**src/hw/rtl/look_disk_scheduler_defines.svh**
```systemverilog
// Assertion macros for the LOOK disk scheduler.
// Included by the top level; depends on nothing else.
`ifndef LOOK_DISK_SCHEDULER_DEFINES_SVH
`define LOOK_DISK_SCHEDULER_DEFINES_SVH

`ifndef NO_ASSERTIONS
`define LDS_ASSERT_NOW(lbl, clk, rst_n, ante, cons, msg) \
  lbl: assert property (@(posedge clk) disable iff (!rst_n) (ante) |-> (cons)) \
    else $error(msg);
`define LDS_ASSERT_NEXT(lbl, clk, rst_n, ante, cons, msg) \
  lbl: assert property (@(posedge clk) disable iff (!rst_n) (ante) |=> (cons)) \
    else $error(msg);
`else
`define LDS_ASSERT_NOW(lbl, clk, rst_n, ante, cons, msg)
`define LDS_ASSERT_NEXT(lbl, clk, rst_n, ante, cons, msg)
`endif

`endif

```
**src/hw/rtl/lds_pkg.sv**
```systemverilog
// Shared types and constants of the LOOK disk scheduler.
// Used by the interfaces, the controller, the datapath and the top level.
package lds_pkg;

  localparam int CYL_W = 16;
  localparam int SUM_W = 24;

  typedef enum logic {
    OP_ADD   = 1'b0,
    OP_START = 1'b1
  } lds_op_t;

  typedef struct packed {
    logic load;
    logic start;
    logic scan_first;
    logic scan_next;
    logic emit;
    logic emit_empty;
    logic finish;
  } lds_cmd_t;

  typedef struct packed {
    logic count_zero;
    logic scan_last;
    logic run_last;
  } lds_sts_t;

endpackage

```
**src/hw/rtl/lds_if.sv**
```systemverilog
// Valid/ready channel interfaces for request beats and result beats.
// Depends on lds_pkg for the field widths.
interface lds_in_if import lds_pkg::*; ();
  logic             valid;
  logic             ready;
  logic             operation;
  logic [CYL_W-1:0] cylinder;
  logic [CYL_W-1:0] previous_cylinder;

  modport source (output valid, output operation, output cylinder,
                  output previous_cylinder, input ready);
  modport sink (input valid, input operation, input cylinder,
                input previous_cylinder, output ready);
endinterface

interface lds_out_if import lds_pkg::*; ();
  logic             valid;
  logic             ready;
  logic [CYL_W-1:0] served_cylinder;
  logic [CYL_W-1:0] seek_distance;
  logic [SUM_W-1:0] total_distance;
  logic             empty_table;
  logic             last;

  modport source (output valid, output served_cylinder, output seek_distance,
                  output total_distance, output empty_table, output last,
                  input ready);
  modport sink (input valid, input served_cylinder, input seek_distance,
                input total_distance, input empty_table, input last,
                output ready);
endinterface

```
**src/hw/rtl/lds_ram.sv**
```systemverilog
// Generic single-write, single-read RAM with registered read data.
// No dependencies.
module lds_ram #(
  parameter int WIDTH = 16,
  parameter int DEPTH = 64
) (
  input  logic                                       clk,
  input  logic                                       we,
  input  logic [((DEPTH > 1) ? $clog2(DEPTH) : 1)-1:0] waddr,
  input  logic [WIDTH-1:0]                           wdata,
  input  logic                                       re,
  input  logic [((DEPTH > 1) ? $clog2(DEPTH) : 1)-1:0] raddr,
  output logic [WIDTH-1:0]                           rdata
);

  logic [WIDTH-1:0] mem [DEPTH];
  logic [WIDTH-1:0] rdata_r;

  always_ff @(posedge clk) begin
    if (we) begin
      mem[waddr] <= wdata;
    end
    if (re) begin
      rdata_r <= mem[raddr];
    end
  end

  assign rdata = rdata_r;

endmodule

```
**src/hw/rtl/lds_ctrl.sv**
```systemverilog
// Controller of the LOOK disk scheduler: sequences loads, table scans and result beats.
// Depends on lds_pkg for the command and status structs.
module lds_ctrl import lds_pkg::*; (
  input  logic     clk,
  input  logic     rst_n,
  input  logic     in_valid,
  input  logic     in_operation,
  output logic     in_ready,
  input  logic     out_ready,
  output logic     out_valid,
  input  lds_sts_t sts,
  output lds_cmd_t cmd
);

  typedef enum logic [1:0] {
    S_IDLE,
    S_SCAN,
    S_EMIT,
    S_EMPTY
  } state_t;

  state_t state_r, state_nxt;
  logic   out_valid_r, out_valid_nxt;
  logic   out_free;

  assign out_free = !out_valid_r || out_ready;
  assign in_ready = (state_r == S_IDLE);
  assign out_valid = out_valid_r;

  always_comb begin
    cmd           = '0;
    state_nxt     = state_r;
    out_valid_nxt = out_valid_r && !out_ready;
    unique case (state_r)
      S_IDLE: begin
        if (in_valid) begin
          if (lds_op_t'(in_operation) == OP_ADD) begin
            cmd.load = 1'b1;
          end else begin
            cmd.start = 1'b1;
            if (sts.count_zero) begin
              state_nxt = S_EMPTY;
            end else begin
              cmd.scan_first = 1'b1;
              state_nxt      = S_SCAN;
            end
          end
        end
      end
      S_SCAN: begin
        if (sts.scan_last) begin
          state_nxt = S_EMIT;
        end else begin
          cmd.scan_next = 1'b1;
        end
      end
      S_EMIT: begin
        if (out_free) begin
          cmd.emit      = 1'b1;
          out_valid_nxt = 1'b1;
          if (sts.run_last) begin
            cmd.finish = 1'b1;
            state_nxt  = S_IDLE;
          end else begin
            cmd.scan_first = 1'b1;
            state_nxt      = S_SCAN;
          end
        end
      end
      S_EMPTY: begin
        if (out_free) begin
          cmd.emit_empty = 1'b1;
          out_valid_nxt  = 1'b1;
          state_nxt      = S_IDLE;
        end
      end
      default: begin
        state_nxt = S_IDLE;
      end
    endcase
  end

  always_ff @(posedge clk) begin
    if (!rst_n) begin
      state_r     <= S_IDLE;
      out_valid_r <= 1'b0;
    end else begin
      state_r     <= state_nxt;
      out_valid_r <= out_valid_nxt;
    end
  end

endmodule

```
**src/hw/rtl/lds_dp.sv**
```systemverilog
// Datapath of the LOOK disk scheduler: request table, served marks, scan and result registers.
// Depends on lds_pkg and lds_ram.
module lds_dp import lds_pkg::*; #(
  parameter int MAX_REQUESTS = 64
) (
  input  logic             clk,
  input  logic             rst_n,
  input  lds_cmd_t         cmd,
  output lds_sts_t         sts,
  input  logic [CYL_W-1:0] in_cylinder,
  input  logic [CYL_W-1:0] in_previous_cylinder,
  output logic [CYL_W-1:0] out_served_cylinder,
  output logic [CYL_W-1:0] out_seek_distance,
  output logic [SUM_W-1:0] out_total_distance,
  output logic             out_empty_table,
  output logic             out_last
);

  localparam int IDX_W = (MAX_REQUESTS > 1) ? $clog2(MAX_REQUESTS) : 1;
  localparam int CNT_W = $clog2(MAX_REQUESTS + 1);

  logic [CNT_W-1:0]        count_r;
  logic [CNT_W-1:0]        served_r;
  logic [CNT_W-1:0]        count_m1;
  logic [CYL_W-1:0]        head_r;
  logic [SUM_W-1:0]        sum_r;
  logic                    up_r;
  logic [IDX_W-1:0]        addr_r;
  logic                    rd_pend_r;
  logic [IDX_W-1:0]        rd_idx_r;
  logic [MAX_REQUESTS-1:0] marks_r;

  logic                    up_found_r, dn_found_r;
  logic [CYL_W-1:0]        up_d_r, dn_d_r;
  logic [CYL_W-1:0]        up_c_r, dn_c_r;
  logic [IDX_W-1:0]        up_idx_r, dn_idx_r;

  logic [CYL_W-1:0]        res_cyl_r, res_dist_r;
  logic [SUM_W-1:0]        res_sum_r;
  logic                    res_empty_r, res_last_r;

  logic                    full;
  logic                    ram_we, ram_re;
  logic [IDX_W-1:0]        ram_raddr;
  logic [CYL_W-1:0]        ram_rdata;
  logic                    eval;
  logic [CYL_W-1:0]        d_up, d_dn;
  logic                    upd_up, upd_dn;
  logic                    pick_up;
  logic [CYL_W-1:0]        pick_c, pick_d;
  logic [IDX_W-1:0]        pick_idx;
  logic [SUM_W-1:0]        sum_new;

  assign full      = (count_r == CNT_W'(MAX_REQUESTS));
  assign count_m1  = count_r - CNT_W'(1);
  assign ram_we    = cmd.load && !full;
  assign ram_re    = cmd.scan_first || cmd.scan_next;
  assign ram_raddr = cmd.scan_next ? (addr_r + IDX_W'(1)) : '0;

  lds_ram #(
    .WIDTH(CYL_W),
    .DEPTH(MAX_REQUESTS)
  ) u_table (
    .clk  (clk),
    .we   (ram_we),
    .waddr(count_r[IDX_W-1:0]),
    .wdata(in_cylinder),
    .re   (ram_re),
    .raddr(ram_raddr),
    .rdata(ram_rdata)
  );

  assign eval   = rd_pend_r && !marks_r[rd_idx_r];
  assign d_up   = ram_rdata - head_r;
  assign d_dn   = head_r - ram_rdata;
  assign upd_up = eval && (ram_rdata >= head_r) && (!up_found_r || (d_up < up_d_r));
  assign upd_dn = eval && (ram_rdata <= head_r) && (!dn_found_r || (d_dn < dn_d_r));

  assign pick_up  = (up_r && up_found_r) || (!up_r && !dn_found_r);
  assign pick_c   = pick_up ? up_c_r : dn_c_r;
  assign pick_d   = pick_up ? up_d_r : dn_d_r;
  assign pick_idx = pick_up ? up_idx_r : dn_idx_r;
  assign sum_new  = sum_r + SUM_W'(pick_d);

  assign sts.count_zero = (count_r == '0);
  assign sts.scan_last  = (CNT_W'(addr_r) == count_m1);
  assign sts.run_last   = (served_r == count_m1);

  always_ff @(posedge clk) begin
    if (!rst_n) begin
      count_r    <= '0;
      served_r   <= '0;
      head_r     <= '0;
      sum_r      <= '0;
      up_r       <= 1'b1;
      rd_pend_r  <= 1'b0;
      marks_r    <= '0;
      up_found_r <= 1'b0;
      dn_found_r <= 1'b0;
    end else begin
      rd_pend_r <= ram_re;
      if (ram_we) begin
        count_r <= count_r + CNT_W'(1);
      end
      if (cmd.start) begin
        head_r   <= in_cylinder;
        sum_r    <= '0;
        up_r     <= !(in_cylinder < in_previous_cylinder);
        served_r <= '0;
      end
      if (cmd.scan_first) begin
        up_found_r <= 1'b0;
        dn_found_r <= 1'b0;
      end else begin
        if (upd_up) begin
          up_found_r <= 1'b1;
        end
        if (upd_dn) begin
          dn_found_r <= 1'b1;
        end
      end
      if (cmd.emit) begin
        head_r   <= pick_c;
        sum_r    <= sum_new;
        up_r     <= pick_up;
        served_r <= served_r + CNT_W'(1);
      end
      if (cmd.finish) begin
        marks_r <= '0;
        count_r <= '0;
      end else if (cmd.emit) begin
        marks_r[pick_idx] <= 1'b1;
      end
    end
  end

  always_ff @(posedge clk) begin
    if (ram_re) begin
      addr_r   <= ram_raddr;
      rd_idx_r <= ram_raddr;
    end
    if (upd_up) begin
      up_d_r   <= d_up;
      up_c_r   <= ram_rdata;
      up_idx_r <= rd_idx_r;
    end
    if (upd_dn) begin
      dn_d_r   <= d_dn;
      dn_c_r   <= ram_rdata;
      dn_idx_r <= rd_idx_r;
    end
    if (cmd.emit) begin
      res_cyl_r   <= pick_c;
      res_dist_r  <= pick_d;
      res_sum_r   <= sum_new;
      res_empty_r <= 1'b0;
      res_last_r  <= sts.run_last;
    end else if (cmd.emit_empty) begin
      res_cyl_r   <= '0;
      res_dist_r  <= '0;
      res_sum_r   <= '0;
      res_empty_r <= 1'b1;
      res_last_r  <= 1'b1;
    end
  end

  assign out_served_cylinder = res_cyl_r;
  assign out_seek_distance   = res_dist_r;
  assign out_total_distance  = res_sum_r;
  assign out_empty_table     = res_empty_r;
  assign out_last            = res_last_r;

endmodule

```
**src/hw/rtl/look_disk_scheduler.sv**
```systemverilog
// LOOK disk scheduler. An add beat stores its cylinder in the request table (dropped when
// the table is full). A start beat with n pending requests yields n result beats; for
// each one, every entry of the request table RAM is read in turn, and the pick is then
// committed once the output is free. A start on an empty table yields one empty result.
// Input beats are taken only between runs; the last result may still be waiting on the
// output while the next beat is accepted.
// Depends on lds_pkg, lds_if, lds_ctrl, lds_dp, lds_ram and look_disk_scheduler_defines.svh.
`include "look_disk_scheduler_defines.svh"

module look_disk_scheduler import lds_pkg::*; #(
  parameter int MAX_REQUESTS = 64
) (
  input  logic      clk,
  input  logic      rst_n,
  lds_in_if.sink    in_ch,
  lds_out_if.source out_ch
);

  lds_cmd_t cmd;
  lds_sts_t sts;
  logic     in_ready;
  logic     out_valid;

  lds_ctrl u_ctrl (
    .clk         (clk),
    .rst_n       (rst_n),
    .in_valid    (in_ch.valid),
    .in_operation(in_ch.operation),
    .in_ready    (in_ready),
    .out_ready   (out_ch.ready),
    .out_valid   (out_valid),
    .sts         (sts),
    .cmd         (cmd)
  );

  lds_dp #(
    .MAX_REQUESTS(MAX_REQUESTS)
  ) u_dp (
    .clk                 (clk),
    .rst_n               (rst_n),
    .cmd                 (cmd),
    .sts                 (sts),
    .in_cylinder         (in_ch.cylinder),
    .in_previous_cylinder(in_ch.previous_cylinder),
    .out_served_cylinder (out_ch.served_cylinder),
    .out_seek_distance   (out_ch.seek_distance),
    .out_total_distance  (out_ch.total_distance),
    .out_empty_table     (out_ch.empty_table),
    .out_last            (out_ch.last)
  );

  assign in_ch.ready  = in_ready;
  assign out_ch.valid = out_valid;

  `LDS_ASSERT_NOW(a_no_input_in_run, clk, rst_n, cmd.emit || cmd.scan_next, !in_ready, "Input ready during a run.")
  `LDS_ASSERT_NOW(a_no_overwrite, clk, rst_n, cmd.emit || cmd.emit_empty, !out_valid || out_ch.ready, "Result overwritten before it was taken.")
  `LDS_ASSERT_NEXT(a_table_emptied, clk, rst_n, cmd.finish, sts.count_zero && in_ready, "Table not emptied after a run.")

endmodule
```
**src/flat_wrapper.sv**
```systemverilog
// flat-port wrapper written by rule: the top's interface ports become plain ports
module look_disk_scheduler_flat import lds_pkg::*;
#(
  parameter int MAX_REQUESTS = 64
)
  (clk, rst_n, in_ch_valid, in_ch_operation, in_ch_cylinder, in_ch_previous_cylinder, in_ch_ready, out_ch_valid, out_ch_served_cylinder, out_ch_seek_distance, out_ch_total_distance, out_ch_empty_table, out_ch_last, out_ch_ready);
  lds_in_if in_ch_i ();
  lds_out_if out_ch_i ();
  input  logic clk;
  input  logic rst_n;
  input wire logic [$bits(in_ch_i.valid)-1:0] in_ch_valid;
  input wire logic [$bits(in_ch_i.operation)-1:0] in_ch_operation;
  input wire logic [$bits(in_ch_i.cylinder)-1:0] in_ch_cylinder;
  input wire logic [$bits(in_ch_i.previous_cylinder)-1:0] in_ch_previous_cylinder;
  output wire logic [$bits(in_ch_i.ready)-1:0] in_ch_ready;
  output wire logic [$bits(out_ch_i.valid)-1:0] out_ch_valid;
  output wire logic [$bits(out_ch_i.served_cylinder)-1:0] out_ch_served_cylinder;
  output wire logic [$bits(out_ch_i.seek_distance)-1:0] out_ch_seek_distance;
  output wire logic [$bits(out_ch_i.total_distance)-1:0] out_ch_total_distance;
  output wire logic [$bits(out_ch_i.empty_table)-1:0] out_ch_empty_table;
  output wire logic [$bits(out_ch_i.last)-1:0] out_ch_last;
  input wire logic [$bits(out_ch_i.ready)-1:0] out_ch_ready;
  assign in_ch_i.valid = in_ch_valid;
  assign in_ch_i.operation = in_ch_operation;
  assign in_ch_i.cylinder = in_ch_cylinder;
  assign in_ch_i.previous_cylinder = in_ch_previous_cylinder;
  assign in_ch_ready = in_ch_i.ready;
  assign out_ch_valid = out_ch_i.valid;
  assign out_ch_served_cylinder = out_ch_i.served_cylinder;
  assign out_ch_seek_distance = out_ch_i.seek_distance;
  assign out_ch_total_distance = out_ch_i.total_distance;
  assign out_ch_empty_table = out_ch_i.empty_table;
  assign out_ch_last = out_ch_i.last;
  assign out_ch_i.ready = out_ch_ready;
  look_disk_scheduler #(.MAX_REQUESTS(MAX_REQUESTS)) u_core (.clk(clk), .rst_n(rst_n), .in_ch(in_ch_i), .out_ch(out_ch_i));
endmodule
```
**config.mk**
```make
export PLATFORM = sky130hd
export DESIGN_NAME = look_disk_scheduler_flat
export DESIGN_NICKNAME = d
export VERILOG_FILES = /design/src/hw/rtl/lds_pkg.sv /design/src/hw/rtl/lds_if.sv /design/src/hw/rtl/lds_ram.sv /design/src/hw/rtl/lds_ctrl.sv /design/src/hw/rtl/lds_dp.sv /design/src/hw/rtl/look_disk_scheduler.sv /design/src/flat_wrapper.sv
export VERILOG_INCLUDE_DIRS = /design/src /design/src/hw/rtl
export SDC_FILE = /design/constraint.sdc
export NUM_CORES = 2
export LEC_CHECK = 0
export ABC_CLOCK_PERIOD_IN_PS = 18200
export BUFFER_PORTS_ARGS = -buffer_cell sky130_fd_sc_hd__buf_2
export CORE_MARGIN = 1
export CORE_UTILIZATION = 50
export DETAILED_ROUTE_END_ITERATION = 10
export MAX_ROUTING_LAYER = met4
export PLACE_DENSITY_LB_ADDON = 0.1
export SYNTH_ARGS = -nofsm -noshare
export SYNTH_HDL_FRONTEND = slang
export SYNTH_SLANG_ARGS = --single-unit
```
**constraint.sdc**
```tcl
create_clock -name clk -period 18.2 [get_ports clk]
set_input_delay 5.46 -clock clk [delete_from_list [all_inputs] [get_ports clk]]
set_output_delay 5.46 -clock clk [all_outputs]
set_load 0.05 [all_outputs]
```
==> impl_results.md <==
- Run status: finished clean
- Die Area: 0.110 mm2
- Sequential area share after synthesis: 0.697
- Max incr delay on CP: 0.64 ns
- Origin of the worst min-delay path: u_core.u_dp.marks_r[51]
- Clock power frac: 0.295
- Top post-synthesis cells by count: 1,179 x sky130_fd_sc_hd__edfxtp_1, 567 x sky130_fd_sc_hd__nand2_1, 319 x sky130_fd_sc_hd__nor2_1, 224 x sky130_fd_sc_hd__a21oi_1, 152 x sky130_fd_sc_hd__inv_1
- Port Buffers: 96
- Leakage power of the design: 21.5 nW
- Cts hold-fix bufs: 0
- Routed Antenna Nets: 0
- Internal Pwr Total: 5.94 mW
- Largest cells by area after synthesis: sky130_fd_sc_hd__edfxtp_1 65%, sky130_fd_sc_hd__dfxtp_1 4.6%, sky130_fd_sc_hd__nand2_1 3.9%
- H-tree depth: 4
- Via-per-instance ratio: 6.20
- Post-synthesis instance area: 0.0544 mm2
- Worst min-delay path category: register to register
- Final setup vio count: 0
- Number of non-filler instances in the completed layout: 5,833
- Mapped Cells: 4,157
- Longest Clk Path Bufs: 3
- Routed vias: 36.2k
- Final weighted congestion in routability-driven placement: 1.01
- Syn nets: 4,294
- Starting Density: 0.506
- Required time reported for the critical path endpoint: 18.65 ns
- Fin. max-slew vios: 0
- Number of flops mapped to enable cells by yosys: 1,179
- Power per Cell Area: 151 mW/mm2
- CTS clock-pin slew for the worst setup and hold paths: 0.06 ns
- Total clock sinks: 1,305
- Clk Latency, worst-skew pair: 0.76 ns
- Fill cell instance count of the final layout: 8,725
- RSZ-0062 raised after global routing: no
- Library cell with the highest instance count after synthesis: sky130_fd_sc_hd__edfxtp_1
- Std-Cell Core Area: 0.108 mm2
- Top flip-flop cell by instance count after synthesis: sky130_fd_sc_hd__edfxtp_1
- TritonCTS clock tree: done
- Setup slack after placement: 10.07 ns
- Die height: 332 um
- Placed Cells incl. Taps: 5,580
- Number of antenna violations at the first check in global routing: 8
- Peak VDD IR: 0.111 mV
- Grt total ovfl: 0
- Shortest period the worst path allows: 7.44 ns
- Vias in the first global route: 34.2k
- Switching Power: 3.35 mW
- Post-route DRC: 0
- Tot Pwr: 9.28 mW
- Worst relative slew slack: 0.0673
- Tightest Pin Transition: 1.39 ns
- Sequential Power Share: 0.387
- Growth of design area from synthesis to finish: 12.7%
- Pin count of the biggest net entering global routing: 131
- Share of final-layout standard cells stronger than drive strength 1: 0.112
- Post-CTS setup-driven buffer insertion count: 0
- First DRT Iteration DRCs: 4,391
- # Max-Cap Violations: 0
- Final design utilization: 0.571
- Setup total negative slack: 0 ns
- Sort of element at the start of the critical path: input pin
- Worst reg2reg setup slack: 11.58 ns
- Area occupied by registers: 0.0379 mm2
- Gate power share: 0.318
- Number of unique standard cell types used by synthesis: 85
- Fraction of synthesis flops using an asynchronous set or reset pin: 0
- Detailed Route WL: 168,000 um
- Avg Cell Area, Syn: 13.1 um2
- Fraction of post-synthesis cell area in the top cell type by area: 0.650
- Detailed Place HPWL: 107,000 um
- Synth warnings: 0
- Critical Path Source: in_ch_operation
- Clock root buffer master: sky130_fd_sc_hd__clkbuf_16
- Count of nets after finishing: 4,455
- Kind of critical path: input pin to register
- Register bit count reported by yosys: 1,305
- Source of the worst register-to-register timing path: u_core.u_dp.count_r[0]
- Final critical-path share of the clock period: 0.409
- Endpoint arrival time on the critical path: 7.89 ns
- Largest fanout on the critical path: 11
- Cell type with the highest aggregate area in the netlist: sky130_fd_sc_hd__edfxtp_1
- Placement row count: 120
- Skew final: 0.0282 ns
- Worst Setup End Kind: register
- Detail-routed net length per standard cell: 28.8 um
- Number of top-level design ports: 97
- Fin. Hold Viols: 0
- Final WS setup: 10.76 ns
- First-pass GRT wire length: 242,000 um
- Area of combinational cells with multiple inputs: 0.0151 mm2
- Maximum clock rate: 0.134 GHz
- Share of total power consumed by net switching: 0.361
- Number of gates resized after cts: 0
- Initial DRT Pass Iterations: 6
- Num CTS Buffers: 138
- List of cells traversed by the critical path: buf_2 -> and4b_1 -> and2_1 -> nand3_1 -> nor2_1 -> buf_4
- Die X: 332 um
- Master of the slowest instance on the critical path: sky130_fd_sc_hd__nor2_1
- Total routing usage reported by global routing: 0.313
-- cells in the final DEF (no fill, tap or decap), types with 36 or more instances in the layout --
| cell | count |
|---|---|
| sky130_fd_sc_hd__edfxtp_1 | 1179 |
| sky130_fd_sc_hd__nand2_1 | 564 |
| sky130_fd_sc_hd__nor2_1 | 316 |
| sky130_fd_sc_hd__a21oi_1 | 223 |
| sky130_fd_sc_hd__inv_1 | 151 |
| sky130_fd_sc_hd__nand3_1 | 150 |
| sky130_fd_sc_hd__buf_4 | 149 |
| sky130_fd_sc_hd__clkbuf_16 | 146 |
| sky130_fd_sc_hd__dfxtp_1 | 126 |
| sky130_fd_sc_hd__mux2i_1 | 103 |
| sky130_fd_sc_hd__o21ai_0 | 102 |
| sky130_fd_sc_hd__o22ai_1 | 102 |
| sky130_fd_sc_hd__ha_1 | 97 |
| sky130_fd_sc_hd__buf_2 | 96 |
| sky130_fd_sc_hd__a221oi_1 | 74 |
| sky130_fd_sc_hd__a211oi_1 | 73 |
| sky130_fd_sc_hd__a31oi_1 | 66 |
| sky130_fd_sc_hd__xnor2_1 | 46 |
| sky130_fd_sc_hd__clkbuf_1 | 45 |
| sky130_fd_sc_hd__nand4_1 | 42 |
| sky130_fd_sc_hd__nor3_1 | 38 |
| sky130_fd_sc_hd__and3_1 | 36 |
-- power by group through the flow --
| stage | Combinational [mW] | Sequential [mW] | Clock (mW) |
|---|---|---|---|
| 2_1_floorplan | 1.76 | 3.72 | 0 |
| 3_3_place_gp | 2.89 | 3.65 | 0 |
| 3_5_place_dp | 2.91 | 3.66 | 0 |
| 4_1_cts | 2.92 | 3.60 | 2.76 |
| 5_1_grt | 3.15 | 3.61 | 2.87 |
| 6_report | 2.95 | 3.60 | 2.73 |
-- worst max-delay path, delay by kind of cell --
family	cells	cell delay, ns
simple gates	4	1.97
buf+inv	2	0.44
-- registers in the layout, summed over array words and instances (netlist names), 2 cells and up --
signal	flops
u_core.u_ctrl.state_r	2
u_core.u_dp.count_r	7
u_core.u_dp.dn_c_r	16
u_core.u_dp.dn_d_r	16
u_core.u_dp.dn_idx_r	6
u_core.u_dp.head_r	16
u_core.u_dp.marks_r	64
u_core.u_dp.out_seek_distance	16
u_core.u_dp.out_served_cylinder	16
u_core.u_dp.out_total_distance	24
u_core.u_dp.rd_idx_r	6
u_core.u_dp.served_r	7
u_core.u_dp.sum_r	24
u_core.u_dp.u_table.mem	1024
u_core.u_dp.u_table.rdata	16
u_core.u_dp.up_c_r	16
u_core.u_dp.up_d_r	16
u_core.u_dp.up_idx_r	6
-- cell families (layout without fill, tap and decap cells) --
kind of cell | count (synthesis) | count (layout) | share of synthesized area
other | 0 | 5 | 0
AND/OR/NAND/NOR | 1295 | 1295 | 0.106
XOR/XNOR | 69 | 69 | 0.0111
adder cells (fa/ha/maj) | 100 | 100 | 0.0234
flip-flops | 1305 | 1305 | 0.697
multiplexers | 129 | 129 | 0.0262
AO/OA/AOI/OAI | 876 | 876 | 0.107
buffers and inverters | 383 | 651 | 0.0292
-- path summary, 6_finish.rpt --
kind / end / cells after the start
setup / recovery: u_core.u_dp.u_table.mem[20][11] / 6
hold reg to reg: u_core.u_dp.marks_r[51] / 2
setup reg to reg: u_core.u_dp.u_table.rdata[10] / 13
hold / removal: u_core.u_dp.marks_r[51] / 2
-- through the flow --
step / hold WS (ns) / area, um2
2_1_floorplan: 0.431 / 54400
3_3_place_gp: 0.444 / 57000
3_5_place_dp: 0.449 / 57000
4_1_cts: 0.464 / 61300
5_1_grt: 0.484 / 61300
6_report: 0.461 / 61300
-- layout make-up --
class | instances | area share
diodes | 5 | 0.000204
clock buffers | 195 | 0.0632
clock inverters | 52 | 0.00761
inverters | 155 | 0.00965
multi-input cells | 2469 | 0.245
flip-flops and latches | 1305 | 0.618
well taps | 1403 | 0.0286
repair buffers | 249 | 0.0271
-- per-layer routing --
layer	routed length, um	track usage	vias up	part of all wire
met3	15600	0.0574	345	0.093
li1	-	-	16018	-
met1	66800	0.413	17949	0.40
met2	77900	0.478	1840	0.46
met4	7680	0.131	0	0.046
met5	0	-	-	0
Note: power is estimated with default switching activity, not from simulation.
